## src/rtl/ttb_pkg.sv

```systemverilog
`default_nettype none
// ----------------------------------------------------------------------------
// ttb_pkg
// Shared constants, codes and the command record passed from the
// classifier to the bin engine of the triangle tile binner.
// ----------------------------------------------------------------------------
package ttb_pkg;

  localparam int TILE_SIZE    = 16;
  localparam int TILE_SHIFT   = $clog2(TILE_SIZE);
  localparam int MAX_TILES_X  = 32;
  localparam int MAX_TILES_Y  = 32;
  localparam int TX_W         = $clog2(MAX_TILES_X);
  localparam int TY_W         = $clog2(MAX_TILES_Y);
  localparam int TILE_W       = TX_W + TY_W;
  localparam int NUM_TILES    = MAX_TILES_X * MAX_TILES_Y;
  localparam int TCX_W        = $clog2(MAX_TILES_X + 1);
  localparam int TCY_W        = $clog2(MAX_TILES_Y + 1);
  localparam int BIN_CAPACITY = 64;
  localparam int POS_W        = $clog2(BIN_CAPACITY);
  localparam int CNT_W        = $clog2(BIN_CAPACITY + 1);
  localparam int TRI_W        = 16;
  localparam int STORE_AW     = TILE_W + POS_W;
  localparam int COV_W        = 11;
  localparam int COORD_W      = 16;
  localparam int MT_W         = COORD_W - TILE_SHIFT;
  localparam int DIM_W        = 10;
  localparam int ACT_W        = 2;
  localparam int CFG_IDX_W    = 1;
  localparam int QUEUE_DEPTH  = 4;
  localparam int Q_PTR_W      = $clog2(QUEUE_DEPTH);
  localparam int Q_CNT_W      = $clog2(QUEUE_DEPTH + 1);

  localparam logic [DIM_W-1:0] DIM_RESET = DIM_W'(512);

  localparam logic [CFG_IDX_W-1:0] CFG_IMAGE_WIDTH  = CFG_IDX_W'(0);
  localparam logic [CFG_IDX_W-1:0] CFG_IMAGE_HEIGHT = CFG_IDX_W'(1);

  typedef enum logic [ACT_W-1:0] {
    ACT_BIN   = 2'd0,
    ACT_READ  = 2'd1,
    ACT_CLEAR = 2'd2
  } action_t;

  typedef enum logic [2:0] {
    OP_BIN       = 3'd0,
    OP_CULL      = 3'd1,
    OP_READ      = 3'd2,
    OP_MISS      = 3'd3,
    OP_CLEAR     = 3'd4,
    OP_NOP       = 3'd5,
    OP_BIN_EMPTY = 3'd6
  } op_t;

  typedef struct packed {
    op_t              op;
    logic [TX_W-1:0]  tx0;
    logic [TX_W-1:0]  tx1;
    logic [TY_W-1:0]  ty0;
    logic [TY_W-1:0]  ty1;
    logic [TILE_W-1:0] rd_tile;
    logic [POS_W-1:0] rd_pos;
  } cmd_t;

endpackage
`default_nettype wire

```

## src/rtl/ttb_queue.sv

```systemverilog
`default_nettype none
// ----------------------------------------------------------------------------
// ttb_queue
// Short command queue between the classifier and the bin engine.
// ----------------------------------------------------------------------------
module ttb_queue (
  input  wire logic          clk,
  input  wire logic          rst_n,
  input  wire logic          push,
  input  ttb_pkg::cmd_t      push_data,
  output logic               full,
  input  wire logic          pop,
  output ttb_pkg::cmd_t      head,
  output logic               empty
);
  import ttb_pkg::*;

  cmd_t               q_mem [QUEUE_DEPTH];
  logic [Q_PTR_W-1:0] wr_ptr_r, wr_ptr_nxt;
  logic [Q_PTR_W-1:0] rd_ptr_r, rd_ptr_nxt;
  logic [Q_CNT_W-1:0] cnt_r, cnt_nxt;
  logic               do_push, do_pop;

  assign full    = (cnt_r == Q_CNT_W'(QUEUE_DEPTH));
  assign empty   = (cnt_r == '0);
  assign head    = q_mem[rd_ptr_r];
  assign do_push = push && !full;
  assign do_pop  = pop && !empty;

  always_comb begin
    wr_ptr_nxt = do_push ? wr_ptr_r + Q_PTR_W'(1) : wr_ptr_r;
    rd_ptr_nxt = do_pop ? rd_ptr_r + Q_PTR_W'(1) : rd_ptr_r;
    cnt_nxt    = cnt_r;
    if (do_push && !do_pop) begin
      cnt_nxt = cnt_r + Q_CNT_W'(1);
    end else if (do_pop && !do_push) begin
      cnt_nxt = cnt_r - Q_CNT_W'(1);
    end
  end

  always_ff @(posedge clk) begin
    if (!rst_n) begin
      wr_ptr_r <= '0;
      rd_ptr_r <= '0;
      cnt_r    <= '0;
    end else begin
      wr_ptr_r <= wr_ptr_nxt;
      rd_ptr_r <= rd_ptr_nxt;
      cnt_r    <= cnt_nxt;
    end
  end

  always_ff @(posedge clk) begin
    if (do_push) begin
      q_mem[wr_ptr_r] <= push_data;
    end
  end

endmodule
`default_nettype wire

```

## config.mk

```make
export PLATFORM = sky130hd
export DESIGN_NAME = ttb_queue
export DESIGN_NICKNAME = d
export VERILOG_FILES = /design/src/rtl/ttb_pkg.sv /design/src/rtl/ttb_queue.sv
export SDC_FILE = /design/constraint.sdc
export NUM_CORES = 1
export LEC_CHECK = 0
export BUFFER_PORTS_ARGS = -buffer_cell sky130_fd_sc_hd__buf_2
export CORE_ASPECT_RATIO = 1.1
export CORE_MARGIN = 1
export CORE_UTILIZATION = 50
export CTS_BUF_LIST = sky130_fd_sc_hd__clkbuf_4 sky130_fd_sc_hd__clkbuf_8
export DETAILED_ROUTE_END_ITERATION = 8
export HOLD_SLACK_MARGIN = 0.02
export PLACE_DENSITY = 0.8
export REMOVE_ABC_BUFFERS = 1
export SLEW_MARGIN = 20
export SYNTH_ARGS = -nofsm -noshare
export SYNTH_HDL_FRONTEND = slang
export SYNTH_SLANG_ARGS = --single-unit
```

## constraint.sdc

```tcl
create_clock -name clk -period 4.1 [get_ports clk]
set_input_delay 0.82 -clock clk [delete_from_list [all_inputs] [get_ports clk]]
set_output_delay 0.82 -clock clk [all_outputs]
set_load 0.02 [all_outputs]
```

==> results.json, run 1 <==
{
  "reg2reg_depth": 8,
  "die-area_sq_um": 12650,
  "grt_use_total_pct": 16.64,
  "endpoint_kind": "output pin",
  "cts-resized-gates": 0,
  "ys_seq_area_share_pct": 79.74,
  "yosysTopAreaCell": "edfxtp_1",
  "whs_ns": 0.5056,
  "numCtsBuffers": 17,
  "relSlewSlack_pct": 29.78,
  "drtPass1Iterations": 4,
  "dp_hpwl_mm": 5.849,
  "cp.required_ns": 3.28,
  "vias_per_cell": 5.351,
  "yosysWarnings": 0,
  "hold_path_startpoint": "wr_ptr_r[0]$_SDFFE_PN0P_",
  "dp.cells": 474,
  "hp-class": "reg -> reg",
  "clkLatencyLatePin_ns": 0.42,
  "ys_async_sr_fraction_pct": 0,
  "avgSynthCellArea_sq_um": 24.31,
  "synth.area.mux_share_pct": 14.89,
  "synth_area_sq_um": 6101,
  "crit_fanout": 39,
  "cts_root_buf": "clkbuf_8",
  "path_clk_slew_ns": 0.08,
  "detail_route.drc_violations": 0,
  "period_needed_ns": 2.931,
  "first_iter_violations": 118,
  "hold_depth": 2,
  "rsz0062_at_grt": "false",
  "path_class": "reg -> out",
  "cts_buffer_depth": 2,
  "hold_end": "wr_ptr_r[0]$_SDFFE_PN0P_",
  "fmax_ghz": 0.3412,
  "r2r_slack_ns": 1.66,
  "synthFlopType": "edfxtp_1",
  "p_total_w": 0.004480,
  "synthTopCellsByCount": "edfxtp_1 (156), mux4_2 (39), dfxtp_1 (9), and2_1 (8), ha_1 (5)",
  "synth_top_family_by_area": "multiplexers",
  "core.rowCount": 41,
  "clkSinkCount": 165,
  "synthAdderAreaFrac_pct": 1.354,
  "crit_arrival_ns": 2.11,
  "setup_viol": 0,
  "synth-edff-count": 156,
  "die_w_um": 107.3,
  "seq_area_sq_um": 4870,
  "die_y_um": 117.9,
  "synth_top_area_share_pct": 76.78,
  "cts_setup_buffers": 0,
  "synth-compound-area-share_pct": 0.5537,
  "routabilityCongestion": 0.7379,
  "vias": 2713,
  "h-tree-depth": 4,
  "ys_ff_latch": 165,
  "areaGrowthSynthToFinish_pct": 16.00,
  "final_cells": 507,
  "synthDistinctLibCells": 23,
  "cts_tree": "built",
  "grt-ovfl-total": 0,
  "wirelength_mm": 9.758,
  "r2r-start": "cnt_r[0]$_SDFFE_PN0P_",
  "status": "finished clean",
  "portBuffers": 83,
  "ctsHoldBuffers": 0,
  "avgRoutedWirePerCell_um": 19.25,
  "grt_max_degree": 40,
  "yosys.area_share.simple_pct": 1.661,
  "finalMaxSlewViolations": 0,
  "fin_skew_ns": 0.01357,
  "cap_violations": 0,
  "r2r_end": "cnt_r[2]$_SDFFE_PN0P_",
  "antenna_found_initial": 1,
  "core-area_sq_um": 11700,
  "multi_input_area_sq_um": 1166,
  "grt_pass1_vias": 2922,
  "fillers": 827,
  "final_nets": 392,
  "grt_pass1_wl_mm": 15.11,
  "hold_violations": 0,
  "period_share_pct": 71.48,
  "powerDensity_nw_per_um2": 633.1,
  "finalSetupTns_ns": 0,
  "ant_nets": 0,
  "drive_above_1_share_pct": 44.66,
  "synth.most_common_cell": "edfxtp_1",
  "p_leak_nw": 2.382,
  "synthCells": 251,
  "io_pins": 84,
  "synthXorXnorAreaFrac_pct": 0.5742,
  "initial_utilization_pct": 52.16,
  "worstSetupStartpointType": "register",
  "vdd_drop_max_v": 0.0003851,
  "synthTopCellsByArea": "edfxtp_1 (77%), mux4_2 (14%), dfxtp_1 (3.0%)",
  "worst_slew_pin_slew_ns": 1.053
}
-- metal layers --
layer  vias up  share of wire (%)  track usage, %
li1       1231                  -               -
met1      1390                 42           21.40
met2        82                 51           26.65
met3        10                5.8           5.426
met4         0                1.3           5.908
met5         -                  0               0
-- cell families after synthesis --
family / after synthesis
xor+xnor: 4
mux: 42
fa+ha+maj: 6
buf+inv: 13
flops: 165
simple gates: 17
compound gates: 4
-- state kept, by name (all words and copies together) (netlist names), named ones only --
signal    cells
cnt_r         3
q_mem       156
rd_ptr_r      2
wr_ptr_r      2
-- critical path, cell delays in order (launching register included) --
cell     delay, ns
dfxtp_4       0.86
mux4_2        0.63
buf_2         0.18
-- where the power goes --
group,internal [W],switching [W]
Clock,0.000667,0.000544
Combinational,0.000491,0.000540
Sequential,0.00205,0.000186
-- per-stage QoR --
stage               util (%)  instance area, sq um  worst slack (ns)
global route           60.48                  7074             1.013
floorplan                  -                  6037            0.8269
finish                 60.50                  7077             1.169
CTS                    60.48                  7074             1.083
detailed placement     56.86                  6650             1.365
global placement       56.86                  6650             1.477
-- worst max path at each step --
stage / startpoint / endpoint / cells after the start
finish: register / head[13] / 2
CTS: register / head[31] / 2
detailed placement: push / cnt_r[2]$_SDFFE_PN0P_ / 8
global route: register / head[25] / 2
floorplan: register / head[0] / 1
global placement: push / q_mem[0][32]$_DFFE_PP_ / 3
-- cell usage in the layout, fill, tap and decap left out, drive strengths merged --
cell type	netlist	final
a21boi	1	1
and2	8	8
buf	7	83
bufinv	0	4
clkbuf	3	18
clkinv	0	6
clkinvlp	0	2
dfxtp	9	9
diode	0	1
edfxtp	156	156
fa	1	1
ha	5	5
inv	3	5
mux2i	3	3
mux4	39	39
nand2	4	4
nor2b	2	2
nor3	1	1
nor3b	1	1
o21ai	1	1
o311ai	1	1
o31ai	1	1
or3	1	1
xnor2	3	3
xor2	1	1
-- area by class of cell --
cell class	instances	area share, %
clock inverters	14	2.581
well taps	150	2.652
multi-input cells	73	16.48
clock buffers	18	3.412
flip-flops and latches	165	68.81
diodes	1	0.03536
inverters	3	0.1591
repair buffers	83	5.870
Note: power is estimated with default switching activity, not from simulation.
==> run 2: changes to the inputs <==
==> constraint.sdc (replaced) <==
create_clock -name clk -period 2.7 [get_ports clk]
set_input_delay 0.54 -clock clk [delete_from_list [all_inputs] [get_ports clk]]
set_output_delay 0.54 -clock clk [all_outputs]
set_load 0.02 [all_outputs]
==> results.json, run 2 (synthesis results as in run 1) <==
{
  "status": "finished clean",
  "powerDensity_nw_per_um2": 939.9,
  "initial_utilization_pct": 52.16,
  "avgRoutedWirePerCell_um": 19.25,
  "core-area_sq_um": 11700,
  "vias": 2786,
  "relSlewSlack_pct": 71.70,
  "portBuffers": 83,
  "p_leak_nw": 2.439,
  "cp.required_ns": 2.16,
  "crit_fanout": 13,
  "worst_slew_pin_slew_ns": 0.4245,
  "grt-ovfl-total": 0,
  "hold_violations": 0,
  "vdd_drop_max_v": 0.0005136,
  "antenna_found_initial": 1,
  "postPlaceCellArea_sq_um": 6775,
  "fin_skew_ns": 0.007647,
  "final_cell_mix": "edfxtp_1 (156), buf_2 (83), mux4_2 (39)",
  "cts_setup_buffers": 0,
  "die_y_um": 117.9,
  "stdcell_area_sq_um": 7173,
  "first_iter_violations": 139,
  "core.rowCount": 41,
  "cap_violations": 0,
  "cts_tree": "built",
  "grt_pass1_vias": 3030,
  "wirelength_mm": 9.950,
  "path_class": "reg -> out",
  "fmax_ghz": 0.4069,
  "fillers": 833,
  "grt_use_total_pct": 17.15,
  "numCtsBuffers": 17,
  "grt_pass1_wl_mm": 15.35,
  "final_nets": 402,
  "cts_buffer_depth": 2,
  "drtPass1Iterations": 4,
  "ant_nets": 0,
  "clkSinkCount": 165,
  "setup_viol": 0,
  "detail_route.drc_violations": 0,
  "areaGrowthSynthToFinish_pct": 17.58,
  "h-tree-depth": 4,
  "largest_reg_flops": 156,
  "top_register": "q_mem",
  "final_common_cell": "edfxtp_1",
  "grt_max_degree": 30,
  "endpoint_kind": "output pin",
  "vias_per_cell": 5.389,
  "largest_registers": "q_mem x156, cnt_r x3",
  "rsz0062_at_grt": "false",
  "path_clk_slew_ns": 0.08,
  "finalSetupTns_ns": 0,
  "hp-class": "in -> reg",
  "period_needed_ns": 2.458,
  "cts_root_buf": "clkbuf_8",
  "worstSetupStartpointType": "register",
  "dp_hpwl_mm": 6.458,
  "drive_above_1_share_pct": 46.72,
  "routabilityCongestion": 0.6656,
  "period_share_pct": 91.03,
  "finalMaxSlewViolations": 0,
  "die_w_um": 107.3,
  "crit_arrival_ns": 1.92,
  "clkLatencyLatePin_ns": 0.43,
  "io_pins": 84,
  "die-area_sq_um": 12650
}
run 2: cell types whose count changed in the layout (fill, tap and decap cells not counted):
cell / before / now
inv_6: 2 / 0
clkinv_2: 2 / 4
buf_6: 0 / 1
clkbuf_8: 17 / 19
clkinv_1: 3 / 1
buf_4: 0 / 5
clkbuf_4: 1 / 3
bufinv_16: 4 / 2
buf_12: 0 / 4
run 2: where the power goes:
part	internal [W]	switching (W)	leakage, nW	total, W
Combinational	0.000822	0.000968	0.734	0.00179
Clock	0.000893	0.000799	0.200	0.00169
Sequential	0.00311	0.000150	1.50	0.00326
run 2: area by class of cell:
class / count / area, sq um / area share (%)
Clock inverter: 10 / 107.6 / 1.500
Clock buffer: 22 / 284.0 / 3.960
Inverter: 3 / 11.26 / 0.1570
Antenna cell: 1 / 2.502 / 0.03489
Tap cell: 150 / 187.7 / 2.616
Timing Repair Buffer: 93 / 544.3 / 7.588
Multi-Input combinational cell: 73 / 1166 / 16.26
Sequential cell: 165 / 4870 / 67.89
run 2: timing repair:
item / CTS / global route
resized for setup: 0 / 1
endpoints found under the setup margin: 0 / 1
hold buffers: 0 / 0
run 2: per-layer routing:
metal / part of all wire (%) / vias to the layer above / GRT usage (%)
met3: 5.8 / 16 / 6.146
met2: 54 / 81 / 29.92
li1: - / 1251 / -
met1: 39 / 1438 / 18.66
met4: 1.4 / 0 / 7.277
met5: 0 / - / 0
run 2: path summary, 6_finish.rpt:
kind              cells after the start  slack, ns                startpoint                  endpoint
setup reg to reg                      8       0.62     cnt_r[0]$_SDFFE_PN0P_     cnt_r[2]$_SDFFE_PN0P_
hold / removal                        1       0.31             push_data[13]    q_mem[0][13]$_DFFE_PP_
setup / recovery                      3       0.24                  register                  head[25]
hold reg to reg                       2       0.50  wr_ptr_r[0]$_SDFFE_PN0P_  wr_ptr_r[0]$_SDFFE_PN0P_
run 2: per-stage QoR:
stage                     cells  power, W  setup WS (ns)  utilization, %  hold WS (ns)
after floorplan             241  0.004511        -0.2931               -        0.4677
after global placement      484  0.005101         0.5631           57.93        0.4828
after detailed placement    484  0.005147         0.5452           57.93        0.5007
after CTS                   516  0.006830        0.08127           61.28        0.2799
after global routing        516  0.007046        0.09689           61.31        0.2835
final                       517  0.006742         0.2421           61.33        0.3119
run 2: worst max-delay path: stages, from the launching register on:
cell and delay (ns):
dfxtp_4 0.51, buf_6 0.27, mux4_2 0.53, buf_2 0.18
