--- src/rtl/ttb_pkg.sv ---
`default_nettype none
// ----------------------------------------------------------------------------
// ttb_pkg
// Shared constants, codes and the command record passed from the
// classifier to the bin engine of the triangle tile binner.
// ----------------------------------------------------------------------------
package ttb_pkg;

  localparam int TILE_SIZE    = 16;
  localparam int TILE_SHIFT   = $clog2(TILE_SIZE);
  localparam int MAX_TILES_X  = 32;
  localparam int MAX_TILES_Y  = 32;
  localparam int TX_W         = $clog2(MAX_TILES_X);
  localparam int TY_W         = $clog2(MAX_TILES_Y);
  localparam int TILE_W       = TX_W + TY_W;
  localparam int NUM_TILES    = MAX_TILES_X * MAX_TILES_Y;
  localparam int TCX_W        = $clog2(MAX_TILES_X + 1);
  localparam int TCY_W        = $clog2(MAX_TILES_Y + 1);
  localparam int BIN_CAPACITY = 64;
  localparam int POS_W        = $clog2(BIN_CAPACITY);
  localparam int CNT_W        = $clog2(BIN_CAPACITY + 1);
  localparam int TRI_W        = 16;
  localparam int STORE_AW     = TILE_W + POS_W;
  localparam int COV_W        = 11;
  localparam int COORD_W      = 16;
  localparam int MT_W         = COORD_W - TILE_SHIFT;
  localparam int DIM_W        = 10;
  localparam int ACT_W        = 2;
  localparam int CFG_IDX_W    = 1;
  localparam int QUEUE_DEPTH  = 4;
  localparam int Q_PTR_W      = $clog2(QUEUE_DEPTH);
  localparam int Q_CNT_W      = $clog2(QUEUE_DEPTH + 1);

  localparam logic [DIM_W-1:0] DIM_RESET = DIM_W'(512);

  localparam logic [CFG_IDX_W-1:0] CFG_IMAGE_WIDTH  = CFG_IDX_W'(0);
  localparam logic [CFG_IDX_W-1:0] CFG_IMAGE_HEIGHT = CFG_IDX_W'(1);

  typedef enum logic [ACT_W-1:0] {
    ACT_BIN   = 2'd0,
    ACT_READ  = 2'd1,
    ACT_CLEAR = 2'd2
  } action_t;

  typedef enum logic [2:0] {
    OP_BIN       = 3'd0,
    OP_CULL      = 3'd1,
    OP_READ      = 3'd2,
    OP_MISS      = 3'd3,
    OP_CLEAR     = 3'd4,
    OP_NOP       = 3'd5,
    OP_BIN_EMPTY = 3'd6
  } op_t;

  typedef struct packed {
    op_t              op;
    logic [TX_W-1:0]  tx0;
    logic [TX_W-1:0]  tx1;
    logic [TY_W-1:0]  ty0;
    logic [TY_W-1:0]  ty1;
    logic [TILE_W-1:0] rd_tile;
    logic [POS_W-1:0] rd_pos;
  } cmd_t;

endpackage
`default_nettype wire

--- src/rtl/ttb_front.sv ---
`default_nettype none
// ----------------------------------------------------------------------------
// ttb_front
// Input stage: holds the configuration, takes input transactions and
// classifies each into a command (bounding box, cull, tile ranges, read hit).
// ----------------------------------------------------------------------------
module ttb_front (
  input  wire logic                            clk,
  input  wire logic                            rst_n,
  input  wire logic                            cfg_we,
  input  wire logic [ttb_pkg::CFG_IDX_W-1:0]   cfg_index,
  input  wire logic [ttb_pkg::DIM_W-1:0]       cfg_data,
  input  wire logic                            in_valid,
  output logic                                 in_stall,
  input  wire logic [ttb_pkg::ACT_W-1:0]       in_action,
  input  wire logic signed [ttb_pkg::COORD_W-1:0] in_x0,
  input  wire logic signed [ttb_pkg::COORD_W-1:0] in_y0,
  input  wire logic signed [ttb_pkg::COORD_W-1:0] in_x1,
  input  wire logic signed [ttb_pkg::COORD_W-1:0] in_y1,
  input  wire logic signed [ttb_pkg::COORD_W-1:0] in_x2,
  input  wire logic signed [ttb_pkg::COORD_W-1:0] in_y2,
  input  wire logic [ttb_pkg::TX_W-1:0]        in_tile_x,
  input  wire logic [ttb_pkg::TY_W-1:0]        in_tile_y,
  input  wire logic [ttb_pkg::POS_W-1:0]       in_entry_index,
  input  wire logic                            init_busy,
  input  wire logic                            q_full,
  output logic                                 q_push,
  output ttb_pkg::cmd_t                        q_data
);
  import ttb_pkg::*;

  logic [DIM_W-1:0]          img_w_r, img_w_nxt;
  logic [DIM_W-1:0]          img_h_r, img_h_nxt;
  logic                      fr_valid_r, fr_valid_nxt;
  logic [ACT_W-1:0]          fr_action_r;
  logic signed [COORD_W-1:0] fr_x0_r, fr_y0_r, fr_x1_r, fr_y1_r, fr_x2_r, fr_y2_r;
  logic [TX_W-1:0]           fr_tile_x_r;
  logic [TY_W-1:0]           fr_tile_y_r;
  logic [POS_W-1:0]          fr_pos_r;
  logic                      accept;

  logic [DIM_W:0]            wsum, hsum;
  logic [DIM_W:0]            tcx_raw, tcy_raw;
  logic [TCX_W-1:0]          tcx, tcx_m1;
  logic [TCY_W-1:0]          tcy, tcy_m1;
  logic signed [COORD_W:0]   spanx, spany;
  logic signed [COORD_W-1:0] minx, maxx, miny, maxy, mx01, xx01, my01, xy01;
  logic signed [COORD_W:0]   minx_e, miny_e;
  logic [MT_W-1:0]           mtx, mty;
  logic                      culled, miss, grid_empty;

  assign accept   = in_valid && !in_stall;
  assign in_stall = init_busy || (fr_valid_r && q_full);
  assign q_push   = fr_valid_r && !q_full;

  always_comb begin
    img_w_nxt = img_w_r;
    img_h_nxt = img_h_r;
    if (cfg_we) begin
      if (cfg_index == CFG_IMAGE_WIDTH) begin
        img_w_nxt = cfg_data;
      end else if (cfg_index == CFG_IMAGE_HEIGHT) begin
        img_h_nxt = cfg_data;
      end
    end
    fr_valid_nxt = accept ? 1'b1 : (q_push ? 1'b0 : fr_valid_r);
  end

  always_ff @(posedge clk) begin
    if (!rst_n) begin
      img_w_r    <= DIM_RESET;
      img_h_r    <= DIM_RESET;
      fr_valid_r <= 1'b0;
    end else begin
      img_w_r    <= img_w_nxt;
      img_h_r    <= img_h_nxt;
      fr_valid_r <= fr_valid_nxt;
    end
  end

  always_ff @(posedge clk) begin
    if (accept) begin
      fr_action_r <= in_action;
      fr_x0_r     <= in_x0;
      fr_y0_r     <= in_y0;
      fr_x1_r     <= in_x1;
      fr_y1_r     <= in_y1;
      fr_x2_r     <= in_x2;
      fr_y2_r     <= in_y2;
      fr_tile_x_r <= in_tile_x;
      fr_tile_y_r <= in_tile_y;
      fr_pos_r    <= in_entry_index;
    end
  end

  // grid size in tiles, rounded up and capped
  always_comb begin
    wsum    = {1'b0, img_w_r} + (DIM_W+1)'(TILE_SIZE - 1);
    hsum    = {1'b0, img_h_r} + (DIM_W+1)'(TILE_SIZE - 1);
    tcx_raw = wsum >> TILE_SHIFT;
    tcy_raw = hsum >> TILE_SHIFT;
    tcx     = (tcx_raw > (DIM_W+1)'(MAX_TILES_X)) ? TCX_W'(MAX_TILES_X) : TCX_W'(tcx_raw);
    tcy     = (tcy_raw > (DIM_W+1)'(MAX_TILES_Y)) ? TCY_W'(MAX_TILES_Y) : TCY_W'(tcy_raw);
    tcx_m1  = tcx - TCX_W'(1);
    tcy_m1  = tcy - TCY_W'(1);
    spanx   = (COORD_W+1)'(tcx) << TILE_SHIFT;
    spany   = (COORD_W+1)'(tcy) << TILE_SHIFT;
  end

  // bounding box and classification
  always_comb begin
    mx01   = (fr_x0_r < fr_x1_r) ? fr_x0_r : fr_x1_r;
    xx01   = (fr_x0_r > fr_x1_r) ? fr_x0_r : fr_x1_r;
    my01   = (fr_y0_r < fr_y1_r) ? fr_y0_r : fr_y1_r;
    xy01   = (fr_y0_r > fr_y1_r) ? fr_y0_r : fr_y1_r;
    minx   = (mx01 < fr_x2_r) ? mx01 : fr_x2_r;
    maxx   = (xx01 > fr_x2_r) ? xx01 : fr_x2_r;
    miny   = (my01 < fr_y2_r) ? my01 : fr_y2_r;
    maxy   = (xy01 > fr_y2_r) ? xy01 : fr_y2_r;
    minx_e = (COORD_W+1)'(minx);
    miny_e = (COORD_W+1)'(miny);
    culled = (minx_e >= spanx) || (miny_e >= spany) ||
             maxx[COORD_W-1] || maxy[COORD_W-1];
    // a box straddling the origin of a zero-sized grid gets an id but no tiles
    grid_empty = (tcx == '0) || (tcy == '0);
    mtx    = maxx[COORD_W-1:TILE_SHIFT];
    mty    = maxy[COORD_W-1:TILE_SHIFT];
    miss   = (TCX_W'(fr_tile_x_r) >= tcx) || (TCY_W'(fr_tile_y_r) >= tcy);

    q_data.tx0     = minx[COORD_W-1] ? '0 : minx[TILE_SHIFT +: TX_W];
    q_data.ty0     = miny[COORD_W-1] ? '0 : miny[TILE_SHIFT +: TY_W];
    q_data.tx1     = (mtx > MT_W'(tcx_m1)) ? TX_W'(tcx_m1) : mtx[TX_W-1:0];
    q_data.ty1     = (mty > MT_W'(tcy_m1)) ? TY_W'(tcy_m1) : mty[TY_W-1:0];
    q_data.rd_tile = {fr_tile_y_r, fr_tile_x_r};
    q_data.rd_pos  = fr_pos_r;
    case (fr_action_r)
      ACT_BIN:   q_data.op = culled ? OP_CULL : (grid_empty ? OP_BIN_EMPTY : OP_BIN);
      ACT_READ:  q_data.op = miss ? OP_MISS : OP_READ;
      ACT_CLEAR: q_data.op = OP_CLEAR;
      default:   q_data.op = OP_NOP;
    endcase
  end

endmodule
`default_nettype wire

--- config.mk ---
export PLATFORM = sky130hd
export DESIGN_NAME = ttb_front
export DESIGN_NICKNAME = d
export VERILOG_FILES = /design/src/rtl/ttb_pkg.sv /design/src/rtl/ttb_front.sv
export SDC_FILE = /design/constraint.sdc
export NUM_CORES = 1
export LEC_CHECK = 0
export ABC_AREA = 1
export ABC_CLOCK_PERIOD_IN_PS = 12600
export BUFFER_PORTS_ARGS = -buffer_cell sky130_fd_sc_hd__buf_2
export CAP_MARGIN = 20
export CORE_AREA = 8 8 146 148
export CTS_CLUSTER_SIZE = 28
export DETAILED_ROUTE_END_ITERATION = 8
export DIE_AREA = 0 0 154 156
export GPL_TIMING_DRIVEN = 0
export PLACE_DENSITY = 0.75
export SYNTH_ARGS = -nofsm -noshare
export SYNTH_HDL_FRONTEND = slang
export SYNTH_SLANG_ARGS = --single-unit
--- constraint.sdc ---
create_clock -name clk -period 12.6 [get_ports clk]
set_input_delay 2.52 -clock clk [delete_from_list [all_inputs] [get_ports clk]]
set_output_delay 2.52 -clock clk [all_outputs]
set_load 0.03 [all_outputs]
==> impl.org, run 1 <==
** Run status
- Outcome :: complete, no violations

** CTS
- Once the clock tree was built, the setup fixing pass inserted 0 buffers.
- The H-tree generated during clock tree synthesis spans 4 levels.
- For this design, the CTS-stage hold fixing added 0 buffers.
- Clock-pin slew was measured on the worst setup and hold paths at 0.05 ns.
- Sink Count :: ~140
- Insertion delay to the later sink of the worst-skew pair :: ~0.42 ns
- Number of buffers added by the clock tree synthesis step :: 17
- Clk Tree Root Cell :: clkbuf_16
- TritonCTS built the clock tree.
- The number of gates resized after CTS was 0.
- The clock passes through at most 2 buffers.

** Placed design
- Routability cong. :: 0.906
- During placement, the flow inserted port buffers numbering about 170.
- Dpl ws :: between 3 and 4 ns
- Detailed placement ended at an HPWL of roughly 18,000 um.

** Pwr
- For this design the static power due to leakage is around 5.4 nW.
- Switching power share of the total :: 0.329
- Cell internal pwr :: 973 uW
- Clk pwr share :: 0.344
- Pwr dens :: between 100 and 150 mW/mm^2
- Relative contribution of combinational cells to total power :: 0.298
- For this design the total switching power over the nets is 477 uW.
- Fraction of power consumed by sequential logic :: 0.358
- IR analysis of the VDD net gives a maximum drop of 0.0000907 V.

** Synthesis
- Counting flops and latches in the post-synthesis netlist gives about 140.
- Adder and majority cell fraction of the synthesized area :: 0.178
- Counting flops with an async set or reset pin after synthesis yields a share of 0.
- After synthesis, the share of cell area in mux cells is 0.
- Compound-gate portion of the synthesized area :: 0.132
- Leading register cell type out of synthesis :: edfxtp_1
- Post-synthesis xor/xnor area fraction :: 0.00661
- Dominant combinational cell family by area after synthesis :: simple AND/OR/NAND/NOR gates
- Syn_area_per_cell :: 8.44 um^2
- EDFF count, synth :: between 100 and 150
- Simple logic cell fraction of the synthesized area :: 0.193
- Warning count from the yosys run :: 0
- Unique masters post-synth :: between 40 and 50
- When the netlist entered floorplanning its net count stood at between 1k and 1.5k.
- Synthesis handed over a netlist of 1,099 instances.
- The cell area that synthesis handed to floorplanning was approximately 0.009 mm^2.
- For this run, the register share of the synthesized area comes to 0.414.

** Drt
- After detailed routing, the number of remaining DRC violations is 0.
- First DRT Iteration DRCs :: around 400
- Routed len/inst :: about 15 um
- Summed over all layers, the routed wires come to ~23,000 um.
- The routed layout has between 7k and 8k vias.
- Once detail routing completed, the nets flagged for antenna violations numbered 0.
- Vias per std cell :: slightly above 5
- Router iterations before antenna repair :: 5

** GRT
- Antenna violations before repair :: 0
- Via count of the first global-routing pass :: approximately 7.9k
- The first global-routing pass estimated approximately 37,000 um of wire.
- Pin count of the biggest net entering global routing :: 38
- After global routing the overflow that remains totals 0.
- Overall track demand over capacity in global routing :: 0.191

** Worst hold path
- Class of the worst hold path :: reg2reg

** Timing
- Total count of max-transition violations in the final report :: 0
- Across the routed clock network, the largest skew measured is 0.00802 ns.
- Setup TNS Final :: 0 ns
- The worst path meets setup with ~3.4 ns of slack.
- For the pin with the worst max-slew slack, the measured transition is approximately 0.74 ns.
- Endpoints failing hold :: 0
- Relative slew margins :: 0.505
- Based on the critical path, the design can be clocked at up to approximately 110 MHz.
- RSZ-0062 raised after global routing :: false
- Endpoints failing setup :: 0
- Shortest clock period the worst path allows after layout :: between 9 and 10 ns
- Crit share post-route :: 0.730

** Floorplanning
- The initial utilization of the core area, before any placement, comes to 0.486.
- The die covers around 0.024 mm^2.
- Area of the core :: ~0.019 mm^2
- The initialized floorplan defines 51 standard-cell rows.
- Pin placement for this block handled between 150 and 200 I/O pins.
- The die is ~160 um tall.
- Measured along the x axis, the die boundary spans 154 um.

** Layout
- The library cell used most frequently in the layout, excluding fill and tap cells, is nand2_1.
- Signed area change from the synthesized netlist to the final layout :: 19.5%
- Share of cells above drive strength 1 :: 0.194
- Total Nets Final :: roughly 1.6k
- 0 antenna diodes ended up in the layout.
- Most frequent cells in the layout :: nand2_1, buf_2, inv_1, ha_1, edfxtp_1

** Critical path
- Critical setup path kind :: reg2out
- By instance count, the cell type seen most on the critical path is nand2_1.
- Peak per-stage delay on the critical path :: ~0.43 ns
- For the worst setup path, the data arrival time is roughly 6.7 ns.
- At the worst endpoint, the required time is 10.08 ns.
- Of all nets on the critical path, the largest fanout is 10.
- The worst setup path is launched from a flop.
- Slowest cell on crit path :: edfxtp_1
- Worst Setup End Kind :: output pin

** Job
- Count of max-cap constraint violations :: 0
## flip-flops by register name (all words and copies together) (netlist names)
name / count
fr_pos_r: 6
fr_x2_r: 16
img_h_r: 10
img_w_r: 10
fr_valid_r: 1
fr_x0_r: 16
fr_y0_r: 16
fr_y1_r: 16
fr_x1_r: 16
fr_y2_r: 16
fr_tile_y_r: 5
fr_action_r: 2
fr_tile_x_r: 5
## metrics by stage
step,instance area (um^2),std cells,util,total power [mW],hold WS (ns)
2_1_floorplan,9280,1099,-,0.838,0.444
3_3_place_gp,10400,1508,0.547,0.944,0.459
3_5_place_dp,10500,1511,0.550,0.957,0.467
4_1_cts,11100,1542,0.581,1.46,0.480
5_1_grt,11100,1542,0.581,1.54,0.493
6_report,11100,1542,0.581,1.45,0.474
## final timing paths
path,cells after the start,slack (ns),endpoint,start
worst max-delay path,41,3.40,q_data[28],fr_x0_r[13]
worst min-delay path,2,0.47,img_h_r[2],img_h_r[2]
worst max register to register,5,10.69,fr_y0_r[10],fr_valid_r
worst min register to register,2,0.47,img_h_r[2],img_h_r[2]
## kinds of logic after synthesis
logic type	count (synthesis)
and+or+nand+nor	425
AOI/OAI and AO/OA	219
buffers and inverters	181
DFF	135
adders and majority gates	132
xor gates and xnor gates	7
## synth_stat cells, types with 4 or more instances
| library cell | instances | area [um^2] |
|---|---|---|
| nand2_2 | 12 | 75.1 |
| nand3_1 | 37 | 185 |
| inv_1 | 145 | 544 |
| nand2_1 | 233 | 875 |
| nor3_1 | 9 | 45.0 |
| o211ai_1 | 4 | 30.0 |
| o21a_1 | 7 | 52.6 |
| xor2_1 | 5 | 43.8 |
| nand4_1 | 10 | 62.6 |
| inv_2 | 17 | 63.8 |
| a21oi_1 | 68 | 340 |
| o21ai_0 | 83 | 415 |
| buf_2 | 4 | 20.0 |
| edfxtp_1 | 114 | 3420 |
| clkbuf_1 | 11 | 41.3 |
| a211oi_1 | 6 | 45.0 |
| ha_1 | 132 | 1650 |
| nor2_1 | 107 | 402 |
| o21ai_1 | 30 | 150 |
| dfxtp_1 | 21 | 420 |
## area by class of cell
cell class	instances	area, um^2
tap	238	298
inverter	162	608
fill	1659	8000
sequential	135	3840
clock inverter	12	154
buffer	19	95.1
multi-input combinational	783	4740
clock buffer	19	433
timing repair buffer	174	916
## routing by layer
metal,vias to the layer above,global-route usage,part of all wire
li1,4122,-,-
met1,3565,0.218,0.43
met2,209,0.347,0.50
met3,30,0.0418,0.049
met4,0,0.0672,0.020
met5,-,0,0
## worst max-delay path, delay by kind of cell, from the launching register on
kind,cells,cell delay [ns]
XOR/XNOR,1,0.16
AO/OA/AOI/OAI,10,1.37
adder cells (fa/ha/maj),3,1.01
AND/OR/NAND/NOR,16,1.40
flip-flops,1,0.43
buffers and inverters,11,1.89
## power by group through the flow
stage / registers (mW) / logic, mW / clock network, mW
3_5_place_dp: 0.528 / 0.428 / 0
6_report: 0.519 / 0.432 / 0.499
2_1_floorplan: 0.533 / 0.305 / 0
4_1_cts: 0.519 / 0.432 / 0.507
3_3_place_gp: 0.533 / 0.411 / 0
5_1_grt: 0.522 / 0.490 / 0.526
(Power assumes the default switching activity.)
==> inputs of run 2 (changes only) <==
- ABC_CLOCK_PERIOD_IN_PS: 12600 -> 8500
- clock period: 12.6 -> 8.5 ns (I/O delays scaled with it)
==> impl.org, run 2 (synthesis results as in run 1) <==
** Timing
- The relative slew slack came to 0.507 (was 0.505).
- RSZ-0062 raised after global routing :: false (unchanged)
- The final-report setup violation count was 0 (unchanged).
- The slew at the pin closest to its max-slew limit was 0.737 ns (was 0.740 ns).
- For this run, the top clock speed supported by timing is about 130 MHz.
- The setup clock skew after layout was 0.00932 ns (was 0.00802 ns).
- The worst hold margin was 0.474 ns (about the same).
- The clock period could shrink to just under 8 ns.
- Crit share post-route :: 0.931
- Total count of max-transition violations in the final report :: 0 (unchanged)
- Setup TNS Final :: 0 ns (unchanged)
- The number of endpoints with negative hold slack in the final report was 0 (unchanged).

** Critical path
- The data arrival time of the critical path is 6.21 ns (was 6.68 ns).
- The kind of start point of the critical path was a flop (unchanged).
- The minimum setup slack among reg-to-reg paths came to 6.59 ns (was 10.69 ns).
- The launch point of the worst reg-to-reg path is fr_valid_r (unchanged).
- The critical path start-end classification was reg2out (unchanged).
- Worst Reg2Reg Path Length in Cells :: 5 (unchanged)
- Endpoint of the worst-slack reg-to-reg timing path :: fr_y1_r[14] (was fr_y0_r[10])
- The critical path endpoint category is an output pin (unchanged).
- The cell repeated most along the worst path is nand2_1 (unchanged).
- Required @ worst endpoint :: 6.80 ns (was 10.08 ns)
- Worst Path Max Fanout :: 10 (unchanged)
- The largest incremental delay on the critical path is 0.43 ns (about the same).
- The slowest cell on the critical path was edfxtp_1 (unchanged).

** Worst hold path
- Class of the worst hold path :: reg2reg (unchanged)
- The terminating pin of the worst hold path is img_h_r[2] (unchanged).
- Hold path startpoint :: img_h_r[2] (unchanged)
- The number of stages on the worst hold path is 2 (unchanged).

** Floorplanning
- The number of core rows is 51 (unchanged).
- The number of top-level pins is 172 (unchanged).
- The die area came to 0.0240 mm^2 (unchanged).
- Horizontal die dimension :: 154 um (unchanged)
- The core outline area was 0.0191 mm^2 (unchanged).
- The vertical die dimension is 156 um (unchanged).
- The initial core utilization is 0.486 (unchanged).

** Pwr
- The worst-case vdd ir drop is 0.000135 V (was 0.0000907 V).
- Standby leakage power :: 5.42 nW (was 5.41 nW)
- Pwr dens :: 194 mW/mm^2 (was 131 mW/mm^2)

** GRT
- The wire length of the first global-routing pass was 37,200 um (unchanged).
- The global-route congestion overflow total came to 0 (unchanged).
- The total track usage is 0.191 (unchanged).
- Pin count of the biggest net entering global routing :: 38 (unchanged)
- The number of global-route vias before repair is 7,930 (unchanged).
- The initial antenna violation count is 0 (unchanged).

** Drt
- The remaining antenna violation count after routing was 0 (unchanged).
- The wire length after detailed routing is 22,700 um (about the same).
- The number of optimization iterations in the first detailed-route pass is 5 (unchanged).
- The initial detailed-routing violation count was 359 (was 402).
- The per-cell via count in the routed design is 5.12 (was 5.14).
- Residual DRC count :: 0 (unchanged)
- Number of vias after detailed routing :: 7,874 (was 7,926)
- The wire length per cell after detailed routing came to 14.8 um (was 14.7 um).

** Layout
- Finished Layout Cells :: 1,538 (was 1,542)
- The share of post-route cells with drive strength above 1 is 0.198 (was 0.194).
- The footprint of the multi-input gates came to 0.00475 mm^2 (was 0.00474 mm^2).
- Most frequent cells in the layout: nand2_1, buf_2, inv_1, ha_1, edfxtp_1 (unchanged).
- Area taken by flip-flops and latches :: 0.00384 mm^2 (unchanged)
- Total Nets Final :: 1,551 (was 1,555)
- The area overhead of the layout relative to synthesis was 19.6% (was 19.5%).
- The most common library cell in the layout ignoring fill and taps is nand2_1 (unchanged).
- FILL cells :: 1,655 (was 1,659)
- The final core utilization is 0.582 (was 0.581).
- The antenna diode count is 0 (unchanged).

** Placed design
- The post-detailed-placement half-perimeter wirelength is 18,400 um (unchanged).
- The final weighted congestion of routability-driven global placement is 0.906 (unchanged).
- The number of cells after detailed placement was 1,511 (unchanged).
- The port buffer count came to 171 (unchanged).

** CTS
- The deepest level of the CTS H-tree is 4 (unchanged).
- TritonCTS clock tree :: built (unchanged)
- Max Root-Sink Buffers :: 2 (unchanged)
- Sink Count :: 135 (unchanged)
- The clock latency of the later-clocked register in the worst-skew pair was 0.43 ns (was 0.42 ns).
- Number of buffers added by the clock tree synthesis step :: 17 (unchanged)
- The root buffer selected by CTS is clkbuf_16 (unchanged).
- Hold_buf cts :: 0 (unchanged)
- Clock transition at the register clock pins on the worst setup and hold paths after CTS :: 0.05 ns (about the same)

** Run status
- Outcome: complete, no violations (unchanged).

** Job
- Count of max-cap constraint violations :: 0 (unchanged)
## run 2: cell count changes in the layout (fill, tap and decap cells not counted)
cell / change
a211oi_1: -2
buf_1: -1
buf_2: -3
inv_2: -1
inv_4: +1
clkbuf_4: +4
a2111oi_1: +1
a2111oi_0: -1
clkbuf_2: +2
a211oi_2: +2
clkbuf_1: -6
## run 2: through the flow
step                instance area (um^2)  setup slack (ns)  total power, mW
finish                             11100             0.591             2.16
global route                       11100            0.0397             2.28
CTS                                11100             0.177             2.16
detailed placement                 10500             0.688             1.42
global placement                   10400            -0.805             1.40
floorplan                           9280              1.12             1.24
## run 2: power breakdown
part	internal [mW]	leakage [nW]	switching (mW)	total, mW
clock	0.459	0.279	0.281	0.740
sequential	0.754	1.24	0.0158	0.770
combinational	0.233	3.90	0.412	0.645
## run 2: worst max path at each step
stage / startpoint / slack (ns) / endpoint / depth (start not counted)
after detailed placement: fr_x0_r[13] / 0.69 / q_data[30] / 41
after global routing: fr_x0_r[1] / 0.04 / q_data[37] / 41
after floorplan: q_full / 1.12 / fr_action_r[0] / 3
after global placement: q_full / -0.81 / fr_y1_r[10] / 4
after CTS: fr_x0_r[13] / 0.18 / q_data[30] / 41
final: fr_x0_r[13] / 0.59 / q_data[37] / 38
## run 2: critical path: cells and delay by family (launching register included)
| kind | cells | cell delay (ns) |
|---|---|---|
| adder cells (fa/ha/maj) | 3 | 0.95 |
| AND/OR/NAND/NOR | 20 | 1.78 |
| flip-flops | 1 | 0.43 |
| AO/OA/AOI/OAI | 7 | 1.39 |
| buffers and inverters | 8 | 1.23 |
## run 2: cell type report
cell class              instances  share of cell area
multi-input cells             783               0.428
clock inverters                12              0.0139
plain buffers                  15             0.00801
inverters                     162              0.0550
well taps                     238              0.0268
repair buffers                174              0.0830
clock buffers                  19              0.0390
flip-flops and latches        135               0.346
## run 2: timing repair
| action | in CTS | in global routing |
|---|---|---|
| setup buffers | 0 | 0 |
| resized for setup | 0 | 20 |
| setup endpoints to repair | 0 | 13 |
## run 2: layer usage
layer,share of wire,global-route usage,vias to the layer above
met3,0.045,0.0418,30
met4,0.020,0.0672,0
met1,0.43,0.218,3533
li1,-,-,4111
met5,0,0,-
met2,0.50,0.347,200
